`config.mk`:
```
export PLATFORM = sky130hd
export DESIGN_NAME = tiled_led_pixel_mapper_unit
export DESIGN_NICKNAME = d
export VERILOG_FILES = /design/src/sv/tlpm_pkg.sv /design/src/sv/tlpm_div_cell.sv /design/src/sv/tlpm_out_pipe.sv /design/src/sv/tiled_led_pixel_mapper_unit.sv
export VERILOG_INCLUDE_DIRS = /design/src /design/src/sv
export SDC_FILE = /design/constraint.sdc
export NUM_CORES = 2
export LEC_CHECK = 0
export BUFFER_PORTS_ARGS = -buffer_cell sky130_fd_sc_hd__buf_4
export CORE_UTILIZATION = 40
export CTS_CLUSTER_SIZE = 40
export DETAILED_ROUTE_END_ITERATION = 12
export PLACE_DENSITY = 0.66
export SLEW_MARGIN = 40
export SYNTH_ARGS = -nofsm -noshare
export SYNTH_HDL_FRONTEND = slang
export SYNTH_HIERARCHICAL = 1
export SYNTH_SLANG_ARGS = --single-unit
```
`constraint.sdc`:
```
create_clock -name clk -period 29 [get_ports clk]
set_input_delay 2.9 -clock clk [delete_from_list [all_inputs] [get_ports clk]]
set_output_delay 2.9 -clock clk [all_outputs]
set_load 0.01 [all_outputs]
```
`src/sv/tiled_led_pixel_mapper_unit_defines.svh`:
```
`ifndef TILED_LED_PIXEL_MAPPER_UNIT_DEFINES_SVH
`define TILED_LED_PIXEL_MAPPER_UNIT_DEFINES_SVH

// same-cycle implication, sampled on clk, off during reset
`define TLPM_ASSERT_NOW(label, ante, cons) \
    label: assert property (@(posedge clk) disable iff (!rst_n) (ante) |-> (cons)) \
        else $error("tlpm check failed");

// next-cycle implication, sampled on clk, off during reset
`define TLPM_ASSERT_NEXT(label, ante, cons) \
    label: assert property (@(posedge clk) disable iff (!rst_n) (ante) |=> (cons)) \
        else $error("tlpm check failed");

`endif

```
`src/sv/tlpm_pkg.sv`:
```
package tlpm_pkg;

    localparam int COORD_BITS_DEF     = 12;
    localparam int BRIGHTNESS_MAX_DEF = 255;
    localparam int COORD_MAX_BITS     = 16;
    localparam int PIXEL_BITS         = 12;
    localparam int SEG_BITS           = 7;
    localparam int LEVEL_BITS         = 8;
    localparam int CHAN_BITS          = 8;
    localparam int IDX_BITS           = 24;
    localparam int CFG_DATA_BITS      = 8;
    localparam int CFG_INDEX_BITS     = 2;
    localparam int INNER_BITS         = 2 * SEG_BITS;

    typedef logic [CFG_INDEX_BITS-1:0] cfg_index_t;

    localparam cfg_index_t CFG_SEG_WIDTH   = 2'd0;
    localparam cfg_index_t CFG_SEG_HEIGHT  = 2'd1;
    localparam cfg_index_t CFG_SEG_COLUMNS = 2'd2;
    localparam cfg_index_t CFG_BRIGHTNESS  = 2'd3;

    localparam logic [SEG_BITS-1:0]   SEG_WIDTH_RST   = 7'd8;
    localparam logic [SEG_BITS-1:0]   SEG_HEIGHT_RST  = 7'd8;
    localparam logic [SEG_BITS-1:0]   SEG_COLUMNS_RST = 7'd1;
    localparam logic [LEVEL_BITS-1:0] BRIGHTNESS_RST  = 8'd255;

    typedef struct packed {
        logic [CHAN_BITS-1:0] r;
        logic [CHAN_BITS-1:0] g;
        logic [CHAN_BITS-1:0] b;
    } rgb_t;

endpackage

```
`src/sv/tlpm_div_cell.sv`:
```
module tlpm_div_cell
    import tlpm_pkg::*;
#(
    parameter int CW = COORD_BITS_DEF
)
(
    input  logic                clk,
    input  logic                rst_n,
    input  logic                advance,
    input  logic [SEG_BITS-1:0] w_div,
    input  logic [SEG_BITS-1:0] h_div,
    input  logic                valid_in,
    input  logic [CW-1:0]       x_dq_in,
    input  logic [SEG_BITS-1:0] x_rem_in,
    input  logic [CW-1:0]       y_dq_in,
    input  logic [SEG_BITS-1:0] y_rem_in,
    input  rgb_t                rgb_in,
    output logic                valid_out,
    output logic [CW-1:0]       x_dq_out,
    output logic [SEG_BITS-1:0] x_rem_out,
    output logic [CW-1:0]       y_dq_out,
    output logic [SEG_BITS-1:0] y_rem_out,
    output rgb_t                rgb_out
);

    logic                valid_reg;
    logic [CW-1:0]       x_dq_reg;
    logic [CW-1:0]       x_dq_next;
    logic [SEG_BITS-1:0] x_rem_reg;
    logic [SEG_BITS-1:0] x_rem_next;
    logic [CW-1:0]       y_dq_reg;
    logic [CW-1:0]       y_dq_next;
    logic [SEG_BITS-1:0] y_rem_reg;
    logic [SEG_BITS-1:0] y_rem_next;
    rgb_t                rgb_reg;
    logic [SEG_BITS:0]   x_trial;
    logic [SEG_BITS:0]   x_sub;
    logic                x_ge;
    logic [SEG_BITS:0]   y_trial;
    logic [SEG_BITS:0]   y_sub;
    logic                y_ge;

    // one restoring division step per coordinate
    always_comb
    begin
        x_trial    = {x_rem_in, x_dq_in[CW-1]};
        x_sub      = x_trial - {1'b0, w_div};
        x_ge       = x_trial >= {1'b0, w_div};
        x_rem_next = x_ge ? x_sub[SEG_BITS-1:0] : x_trial[SEG_BITS-1:0];
        x_dq_next  = {x_dq_in[CW-2:0], x_ge};

        y_trial    = {y_rem_in, y_dq_in[CW-1]};
        y_sub      = y_trial - {1'b0, h_div};
        y_ge       = y_trial >= {1'b0, h_div};
        y_rem_next = y_ge ? y_sub[SEG_BITS-1:0] : y_trial[SEG_BITS-1:0];
        y_dq_next  = {y_dq_in[CW-2:0], y_ge};
    end

    always_ff @(posedge clk or negedge rst_n)
    begin
        if (!rst_n)
        begin
            valid_reg <= 1'b0;
        end
        else if (advance)
        begin
            valid_reg <= valid_in;
        end
    end

    always_ff @(posedge clk)
    begin
        if (advance)
        begin
            x_dq_reg  <= x_dq_next;
            x_rem_reg <= x_rem_next;
            y_dq_reg  <= y_dq_next;
            y_rem_reg <= y_rem_next;
            rgb_reg   <= rgb_in;
        end
    end

    assign valid_out = valid_reg;
    assign x_dq_out  = x_dq_reg;
    assign x_rem_out = x_rem_reg;
    assign y_dq_out  = y_dq_reg;
    assign y_rem_out = y_rem_reg;
    assign rgb_out   = rgb_reg;

endmodule

```
`src/sv/tlpm_out_pipe.sv`:
```
module tlpm_out_pipe
    import tlpm_pkg::*;
#(
    parameter int CW             = COORD_BITS_DEF,
    parameter int BRIGHTNESS_MAX = BRIGHTNESS_MAX_DEF
)
(
    input  logic                  clk,
    input  logic                  rst_n,
    input  logic                  advance,
    input  logic                  valid_in,
    input  logic [CW-1:0]         col_in,
    input  logic [SEG_BITS-1:0]   xr_in,
    input  logic [CW-1:0]         row_in,
    input  logic [SEG_BITS-1:0]   yr_in,
    input  rgb_t                  rgb_in,
    input  logic [SEG_BITS-1:0]   w_eff,
    input  logic [SEG_BITS-1:0]   h_eff,
    input  logic [SEG_BITS-1:0]   cols,
    input  logic [LEVEL_BITS-1:0] level,
    output logic                  valid_out,
    output logic [IDX_BITS-1:0]   idx_out,
    output rgb_t                  rgb_out
);

`include "tiled_led_pixel_mapper_unit_defines.svh"

    localparam int PROD_BITS  = CHAN_BITS + LEVEL_BITS;
    localparam int RSHIFT     = PROD_BITS + LEVEL_BITS;
    localparam int RECIP_BITS = RSHIFT + 1;
    localparam int MUL_BITS   = PROD_BITS + RECIP_BITS;
    localparam int ROWP_BITS  = CW + SEG_BITS;
    localparam int SEGN_BITS  = CW + SEG_BITS + 1;
    localparam int SPROD_BITS = SEGN_BITS + INNER_BITS;
    localparam longint unsigned RECIP_VAL =
        ((64'd1 << RSHIFT) + BRIGHTNESS_MAX - 1) / BRIGHTNESS_MAX;
    localparam logic [RECIP_BITS-1:0] RECIP = RECIP_BITS'(RECIP_VAL);

    function automatic logic [CHAN_BITS-1:0] recip_scale(input logic [PROD_BITS-1:0] p);
        logic [MUL_BITS-1:0] m;
        m = MUL_BITS'(p) * MUL_BITS'(RECIP);
        return m[RSHIFT +: CHAN_BITS];
    endfunction

    function automatic logic [CHAN_BITS-1:0] floor_chan(
        input logic [CHAN_BITS-1:0] c,
        input logic [CHAN_BITS-1:0] q,
        input logic                 bypass
    );
        logic [CHAN_BITS-1:0] v;
        v = q;
        if (bypass)
            v = c;
        else if (q == '0 && c != '0)
            v = CHAN_BITS'(1);
        return v;
    endfunction

    logic                  bypass;

    // stage a: first products
    logic                  va_reg;
    logic [CW-1:0]         col_a_reg;
    logic [SEG_BITS-1:0]   xr_a_reg;
    logic [ROWP_BITS-1:0]  prow_a_reg;
    logic [INNER_BITS-1:0] pyw_a_reg;
    logic [INNER_BITS-1:0] wh_a_reg;
    logic [PROD_BITS-1:0]  pr_a_reg;
    logic [PROD_BITS-1:0]  pg_a_reg;
    logic [PROD_BITS-1:0]  pb_a_reg;
    rgb_t                  c_a_reg;

    // stage b: sums and reciprocal products
    logic                  vb_reg;
    logic [SEGN_BITS-1:0]  seg_b_reg;
    logic [SEGN_BITS-1:0]  seg_b_next;
    logic [INNER_BITS-1:0] inner_b_reg;
    logic [INNER_BITS-1:0] inner_b_next;
    logic [INNER_BITS-1:0] wh_b_reg;
    rgb_t                  q_b_reg;
    rgb_t                  q_b_next;
    rgb_t                  c_b_reg;

    // stage c: segment offset and final colour
    logic                  vc_reg;
    logic [SPROD_BITS-1:0] sprod;
    logic [IDX_BITS-1:0]   prod_c_reg;
    logic [INNER_BITS-1:0] inner_c_reg;
    rgb_t                  chan_c_reg;
    rgb_t                  chan_c_next;

    // stage d: output register
    logic                  vd_reg;
    logic [IDX_BITS-1:0]   idx_d_reg;
    logic [IDX_BITS-1:0]   idx_d_next;
    rgb_t                  rgb_d_reg;

    assign bypass = level >= LEVEL_BITS'(BRIGHTNESS_MAX);

    always_comb
    begin
        seg_b_next   = SEGN_BITS'(col_a_reg) + SEGN_BITS'(prow_a_reg);
        inner_b_next = INNER_BITS'(xr_a_reg) + pyw_a_reg;
        q_b_next.r   = recip_scale(pr_a_reg);
        q_b_next.g   = recip_scale(pg_a_reg);
        q_b_next.b   = recip_scale(pb_a_reg);

        sprod         = SPROD_BITS'(seg_b_reg) * SPROD_BITS'(wh_b_reg);
        chan_c_next.r = floor_chan(c_b_reg.r, q_b_reg.r, bypass);
        chan_c_next.g = floor_chan(c_b_reg.g, q_b_reg.g, bypass);
        chan_c_next.b = floor_chan(c_b_reg.b, q_b_reg.b, bypass);

        idx_d_next = IDX_BITS'(inner_c_reg) + prod_c_reg;
    end

    always_ff @(posedge clk or negedge rst_n)
    begin
        if (!rst_n)
        begin
            va_reg <= 1'b0;
            vb_reg <= 1'b0;
            vc_reg <= 1'b0;
            vd_reg <= 1'b0;
        end
        else if (advance)
        begin
            va_reg <= valid_in;
            vb_reg <= va_reg;
            vc_reg <= vb_reg;
            vd_reg <= vc_reg;
        end
    end

    always_ff @(posedge clk)
    begin
        if (advance)
        begin
            col_a_reg  <= col_in;
            xr_a_reg   <= xr_in;
            prow_a_reg <= ROWP_BITS'(row_in) * ROWP_BITS'(cols);
            pyw_a_reg  <= INNER_BITS'(yr_in) * INNER_BITS'(w_eff);
            wh_a_reg   <= INNER_BITS'(w_eff) * INNER_BITS'(h_eff);
            pr_a_reg   <= PROD_BITS'(rgb_in.r) * PROD_BITS'(level);
            pg_a_reg   <= PROD_BITS'(rgb_in.g) * PROD_BITS'(level);
            pb_a_reg   <= PROD_BITS'(rgb_in.b) * PROD_BITS'(level);
            c_a_reg    <= rgb_in;

            seg_b_reg   <= seg_b_next;
            inner_b_reg <= inner_b_next;
            wh_b_reg    <= wh_a_reg;
            q_b_reg     <= q_b_next;
            c_b_reg     <= c_a_reg;

            prod_c_reg  <= sprod[IDX_BITS-1:0];
            inner_c_reg <= inner_b_reg;
            chan_c_reg  <= chan_c_next;

            idx_d_reg <= idx_d_next;
            rgb_d_reg <= chan_c_reg;
        end
    end

    assign valid_out = vd_reg;
    assign idx_out   = idx_d_reg;
    assign rgb_out   = rgb_d_reg;

    `TLPM_ASSERT_NOW(a_xrem_below_width, valid_in, xr_in < w_eff)
    `TLPM_ASSERT_NOW(a_yrem_below_height, valid_in, yr_in < h_eff)
    `TLPM_ASSERT_NOW(a_scale_not_above_source, vb_reg && !bypass, q_b_reg.r <= c_b_reg.r)
    `TLPM_ASSERT_NEXT(a_result_held_when_blocked, vd_reg && !advance, vd_reg)

endmodule

```
`src/sv/tiled_led_pixel_mapper_unit.sv`:
```
// throughput: one pixel per clock unless out_stall halts the pipe; each pixel passes
// through the chain of COORD_BITS divider cells
// (one quotient bit per cell) followed by four arithmetic and output stages
// the whole pipe halts only while a result waits and out_stall is high
// reset: rst_n clears all valid bits and loads the register reset values
module tiled_led_pixel_mapper_unit
    import tlpm_pkg::*;
#(
    parameter int BRIGHTNESS_MAX = BRIGHTNESS_MAX_DEF,
    parameter int COORD_BITS     = COORD_BITS_DEF
)
(
    input  logic                     clk,
    input  logic                     rst_n,
    input  logic                     cfg_we,
    input  logic [CFG_INDEX_BITS-1:0] cfg_index,
    input  logic [CFG_DATA_BITS-1:0] cfg_data,
    input  logic                     in_valid,
    output logic                     in_stall,
    input  logic [PIXEL_BITS-1:0]    pixel_x,
    input  logic [PIXEL_BITS-1:0]    pixel_y,
    input  logic [CHAN_BITS-1:0]     red_in,
    input  logic [CHAN_BITS-1:0]     green_in,
    input  logic [CHAN_BITS-1:0]     blue_in,
    output logic                     out_valid,
    input  logic                     out_stall,
    output logic [IDX_BITS-1:0]      led_index,
    output logic [CHAN_BITS-1:0]     red_out,
    output logic [CHAN_BITS-1:0]     green_out,
    output logic [CHAN_BITS-1:0]     blue_out
);

    localparam int CW = COORD_BITS;

    logic [SEG_BITS-1:0]       seg_w_reg;
    logic [SEG_BITS-1:0]       seg_h_reg;
    logic [SEG_BITS-1:0]       seg_cols_reg;
    logic [LEVEL_BITS-1:0]     level_reg;
    logic [SEG_BITS-1:0]       w_eff;
    logic [SEG_BITS-1:0]       h_eff;
    logic                      advance;
    logic [COORD_MAX_BITS-1:0] x_ext;
    logic [COORD_MAX_BITS-1:0] y_ext;
    rgb_t                      rgb_src;
    rgb_t                      rgb_res;

    logic                valid_ch [0:CW];
    logic [CW-1:0]       x_dq_ch  [0:CW];
    logic [SEG_BITS-1:0] x_rem_ch [0:CW];
    logic [CW-1:0]       y_dq_ch  [0:CW];
    logic [SEG_BITS-1:0] y_rem_ch [0:CW];
    rgb_t                rgb_ch   [0:CW];

    always_ff @(posedge clk or negedge rst_n)
    begin
        if (!rst_n)
        begin
            seg_w_reg    <= SEG_WIDTH_RST;
            seg_h_reg    <= SEG_HEIGHT_RST;
            seg_cols_reg <= SEG_COLUMNS_RST;
            level_reg    <= BRIGHTNESS_RST;
        end
        else if (cfg_we)
        begin
            unique case (cfg_index)
                CFG_SEG_WIDTH:   seg_w_reg    <= cfg_data[SEG_BITS-1:0];
                CFG_SEG_HEIGHT:  seg_h_reg    <= cfg_data[SEG_BITS-1:0];
                CFG_SEG_COLUMNS: seg_cols_reg <= cfg_data[SEG_BITS-1:0];
                CFG_BRIGHTNESS:  level_reg    <= cfg_data[LEVEL_BITS-1:0];
            endcase
        end
    end

    // zero segment size counts as one
    assign w_eff = (seg_w_reg == '0) ? SEG_BITS'(1) : seg_w_reg;
    assign h_eff = (seg_h_reg == '0) ? SEG_BITS'(1) : seg_h_reg;

    assign advance  = !out_valid || !out_stall;
    assign in_stall = !advance;

    assign x_ext     = COORD_MAX_BITS'(pixel_x);
    assign y_ext     = COORD_MAX_BITS'(pixel_y);
    assign rgb_src.r = red_in;
    assign rgb_src.g = green_in;
    assign rgb_src.b = blue_in;

    assign valid_ch[0] = in_valid;
    assign x_dq_ch[0]  = x_ext[CW-1:0];
    assign x_rem_ch[0] = '0;
    assign y_dq_ch[0]  = y_ext[CW-1:0];
    assign y_rem_ch[0] = '0;
    assign rgb_ch[0]   = rgb_src;

    for (genvar i = 0; i < CW; i++)
    begin : g_cell
        tlpm_div_cell #(
            .CW (CW)
        ) u_cell (
            .clk       (clk),
            .rst_n     (rst_n),
            .advance   (advance),
            .w_div     (w_eff),
            .h_div     (h_eff),
            .valid_in  (valid_ch[i]),
            .x_dq_in   (x_dq_ch[i]),
            .x_rem_in  (x_rem_ch[i]),
            .y_dq_in   (y_dq_ch[i]),
            .y_rem_in  (y_rem_ch[i]),
            .rgb_in    (rgb_ch[i]),
            .valid_out (valid_ch[i+1]),
            .x_dq_out  (x_dq_ch[i+1]),
            .x_rem_out (x_rem_ch[i+1]),
            .y_dq_out  (y_dq_ch[i+1]),
            .y_rem_out (y_rem_ch[i+1]),
            .rgb_out   (rgb_ch[i+1])
        );
    end

    tlpm_out_pipe #(
        .CW             (CW),
        .BRIGHTNESS_MAX (BRIGHTNESS_MAX)
    ) u_out_pipe (
        .clk       (clk),
        .rst_n     (rst_n),
        .advance   (advance),
        .valid_in  (valid_ch[CW]),
        .col_in    (x_dq_ch[CW]),
        .xr_in     (x_rem_ch[CW]),
        .row_in    (y_dq_ch[CW]),
        .yr_in     (y_rem_ch[CW]),
        .rgb_in    (rgb_ch[CW]),
        .w_eff     (w_eff),
        .h_eff     (h_eff),
        .cols      (seg_cols_reg),
        .level     (level_reg),
        .valid_out (out_valid),
        .idx_out   (led_index),
        .rgb_out   (rgb_res)
    );

    assign red_out   = rgb_res.r;
    assign green_out = rgb_res.g;
    assign blue_out  = rgb_res.b;

endmodule

```
==> impl_metrics.tcl <==
set metrics [dict create \
    tightest_slew_ns 0.785 \
    rsz0062_at_grt "no" \
    critPathMaxFanout 66 \
    fin_skew_ns 0.0891 \
    slew_headroom_pct 47.6 \
    yosys.cell_types.count 68 \
    place_hpwl_mm 90.0 \
    vias 39300 \
    cpPeakStageDelay_ns 0.37 \
    cts-resized-gates 0 \
    placed_area_um2 72800 \
    die_area_um2 174000 \
    ios 113 \
    wirelength_mm 126 \
    cp.arrival_ns 3.98 \
    synth.area.top_cells "edfxtp_1 47%, ha_1 12%, fa_1 12%, inv_1 3.8%, and2_1 2.6%" \
    status "finished, violations left" \
    max_cap_violations 0 \
    multiInputGateArea_um2 32200 \
    final-setup-viol-count 0 \
    drc_errors 2 \
    crit_type "in -> out" \
    cts_buffers 120 \
    drt_iter0_drc 2304 \
    overflow 0 \
    clock_sinks 1133 \
    syn-instance-count 5383 \
    synth_seq_area_share_pct 48.9 \
    crit_chain "buf_4 -> nand2_8 -> inv_1 -> buf_4" \
    slew_viol_final 0 \
    h-tree-depth 3 \
    critical_path_buf_inv_count 3 \
    r2r_slack_ns 22.21 \
    required_ns 26.10 \
    ys_ff_latch 1133 \
    cts_tree "yes" \
    synth_top_cell_by_area "edfxtp_1" \
    grt_pass1_wl_mm 206 \
    ctsHoldBuffers 0 \
    grt.total_usage_pct 14.6 \
    die_w_um 418 \
    finalCriticalPeriod_ns 6.88 \
    min_path_type "reg -> reg" \
    ys_warn_count 6 \
    fin_tns_setup_ns 0 \
    clk_pin_slew_worst_paths_ns 0.06 \
    critPathTopFamily "buffers and inverters" \
    numPortBuffers 112 \
    hold_violations 0 \
    n_fill_cell 15400 \
    antenna_found_initial 2 \
    viasPerCell 4.92 \
    slowest_stage "nand2_8" \
    post_cts_buffers 0 \
    synth_top_area_share_pct 47.3 \
    cp_common_cell "buf_4" \
    grt_pass1_vias 40300 \
    fmax_mhz 145 \
    firstDrtPassIters 9 \
    finalCritPeriodShare_pct 23.7 \
    synthToLayoutAreaGrowth_pct 11.3 \
    start_kind "input pin" \
    wl_per_cell_um 15.7 \
    synth_edf_count 1088 \
    clk_latency_ns 0.79 \
    rows 152 \
    fin_area_um2 76900 \
    nNetsFinal 6696 \
    synth_area_um2 69100 \
    largest_reg_flops 288 \
    violations "design-rule violations" \
    grt_max_degree 113 \
    coreArea_um2 172000 \
    synth_flop_cell "edfxtp_1" \
    ant_nets 0 \
    end_kind "primary output" \
    async_flop_share_pct 3.97 \
    syn_area_per_cell_um2 12.8 \
    layout-drive-gt1-share_pct 10.9 \
    clock_path_buffers 3 \
    initial_core_util_pct 40.3 \
    cts-root-buf "clkbuf_16" \
    gp_congestion 0.850 \
    die_y_um 418 \
    register_area_um2 33800 \
]
==> stage by stage <==
stage               cells  util, %  setup slack (ns)  hold slack [ns]
CTS                  7986     44.8             22.07            0.342
global placement     7757     42.4             22.08            0.400
floorplan            5408        -              8.87            0.400
detailed placement   7760     42.4             22.07            0.405
global route         7986     44.8             21.98            0.356
finish               7987     44.8             22.12            0.348
==> final cells by class <==
class / count / share of cell area (%)
diodes: 1 / 0.00325
clock buffers: 136 / 3.99
clock inverters: 90 / 1.36
inverters: 719 / 3.51
multi-input cells: 3460 / 41.9
flip-flops and latches: 1133 / 44.0
well taps: 2310 / 3.76
repair buffers: 138 / 1.50
==> cells in the mapped netlist (all sizes together) (51+ instances only) <==
master,number
mux2i,72
xnor2,166
nor2,281
clkbuf,84
nor3,65
inv,719
nor2b,52
o21ai,116
o21a,51
a21oi,156
fa,402
edfxtp,1088
and2,292
ha,659
nand2,408
mux2,186
==> cell usage in the layout, fill, tap and decap left out, drive strengths merged, types with 28 or more instances in the layout <==
master | netlist | final
a21o | 39 | 39
nand2b | 45 | 45
nor2b | 52 | 52
nor3 | 65 | 65
inv | 719 | 730
o21ai | 116 | 116
nand3 | 37 | 37
ha | 659 | 659
o2111ai | 45 | 45
xnor2 | 166 | 166
buf | 12 | 138
nor2 | 281 | 281
nand2 | 408 | 408
o21a | 51 | 51
nor3b | 28 | 28
clkbuf | 84 | 136
mux2i | 72 | 72
fa | 402 | 402
dfrtp | 34 | 34
edfxtp | 1088 | 1088
a21oi | 156 | 156
clkinv | 0 | 48
xor2 | 33 | 33
and2 | 292 | 292
nand4 | 32 | 32
mux2 | 186 | 186
==> kinds of logic (layout without fill, tap and decap cells) <==
kind of cell,Yosys count,after routing,synth area share [%]
XOR/XNOR,199,199,2.52
AO/OA/AOI/OAI,563,563,5.73
multiplexers,258,258,4.73
other,1,27,0.00543
AND/OR/NAND/NOR,1353,1353,9.94
adder cells (fa/ha/maj),1061,1061,23.6
buffers and inverters,815,1083,4.56
flip-flops,1133,1133,48.9
==> per-layer routing <==
layer	GRT usage, %	up-vias	routed length, um
met2	24.5	671	59800
met4	5.02	2	3540
met5	0	-	15
li1	-	19200	-
met1	19.1	19300	57300
met3	2.25	206	5100
==> final timing paths <==
| path | start | to | depth (start not counted) |
|---|---|---|---|
| max in group asynchronous | rst_n | seg_h_reg[1] | 1 |
| worst min register to register | u_out_pipe/inner_b_reg[4] | u_out_pipe/inner_c_reg[4] | 0 |
| min in group asynchronous | rst_n | g_cell[6].u_cell/valid_out | 1 |
| worst min-delay path | u_out_pipe/inner_b_reg[4] | u_out_pipe/inner_c_reg[4] | 0 |
| worst max-delay path | out_stall | in_stall | 4 |
| worst max register to register | u_out_pipe/wh_b_reg[4] | u_out_pipe/prod_c_reg[23] | 21 |
Power is not shown: default switching activity piles up to over one toggle a cycle in this logic, so the estimate is an artifact.
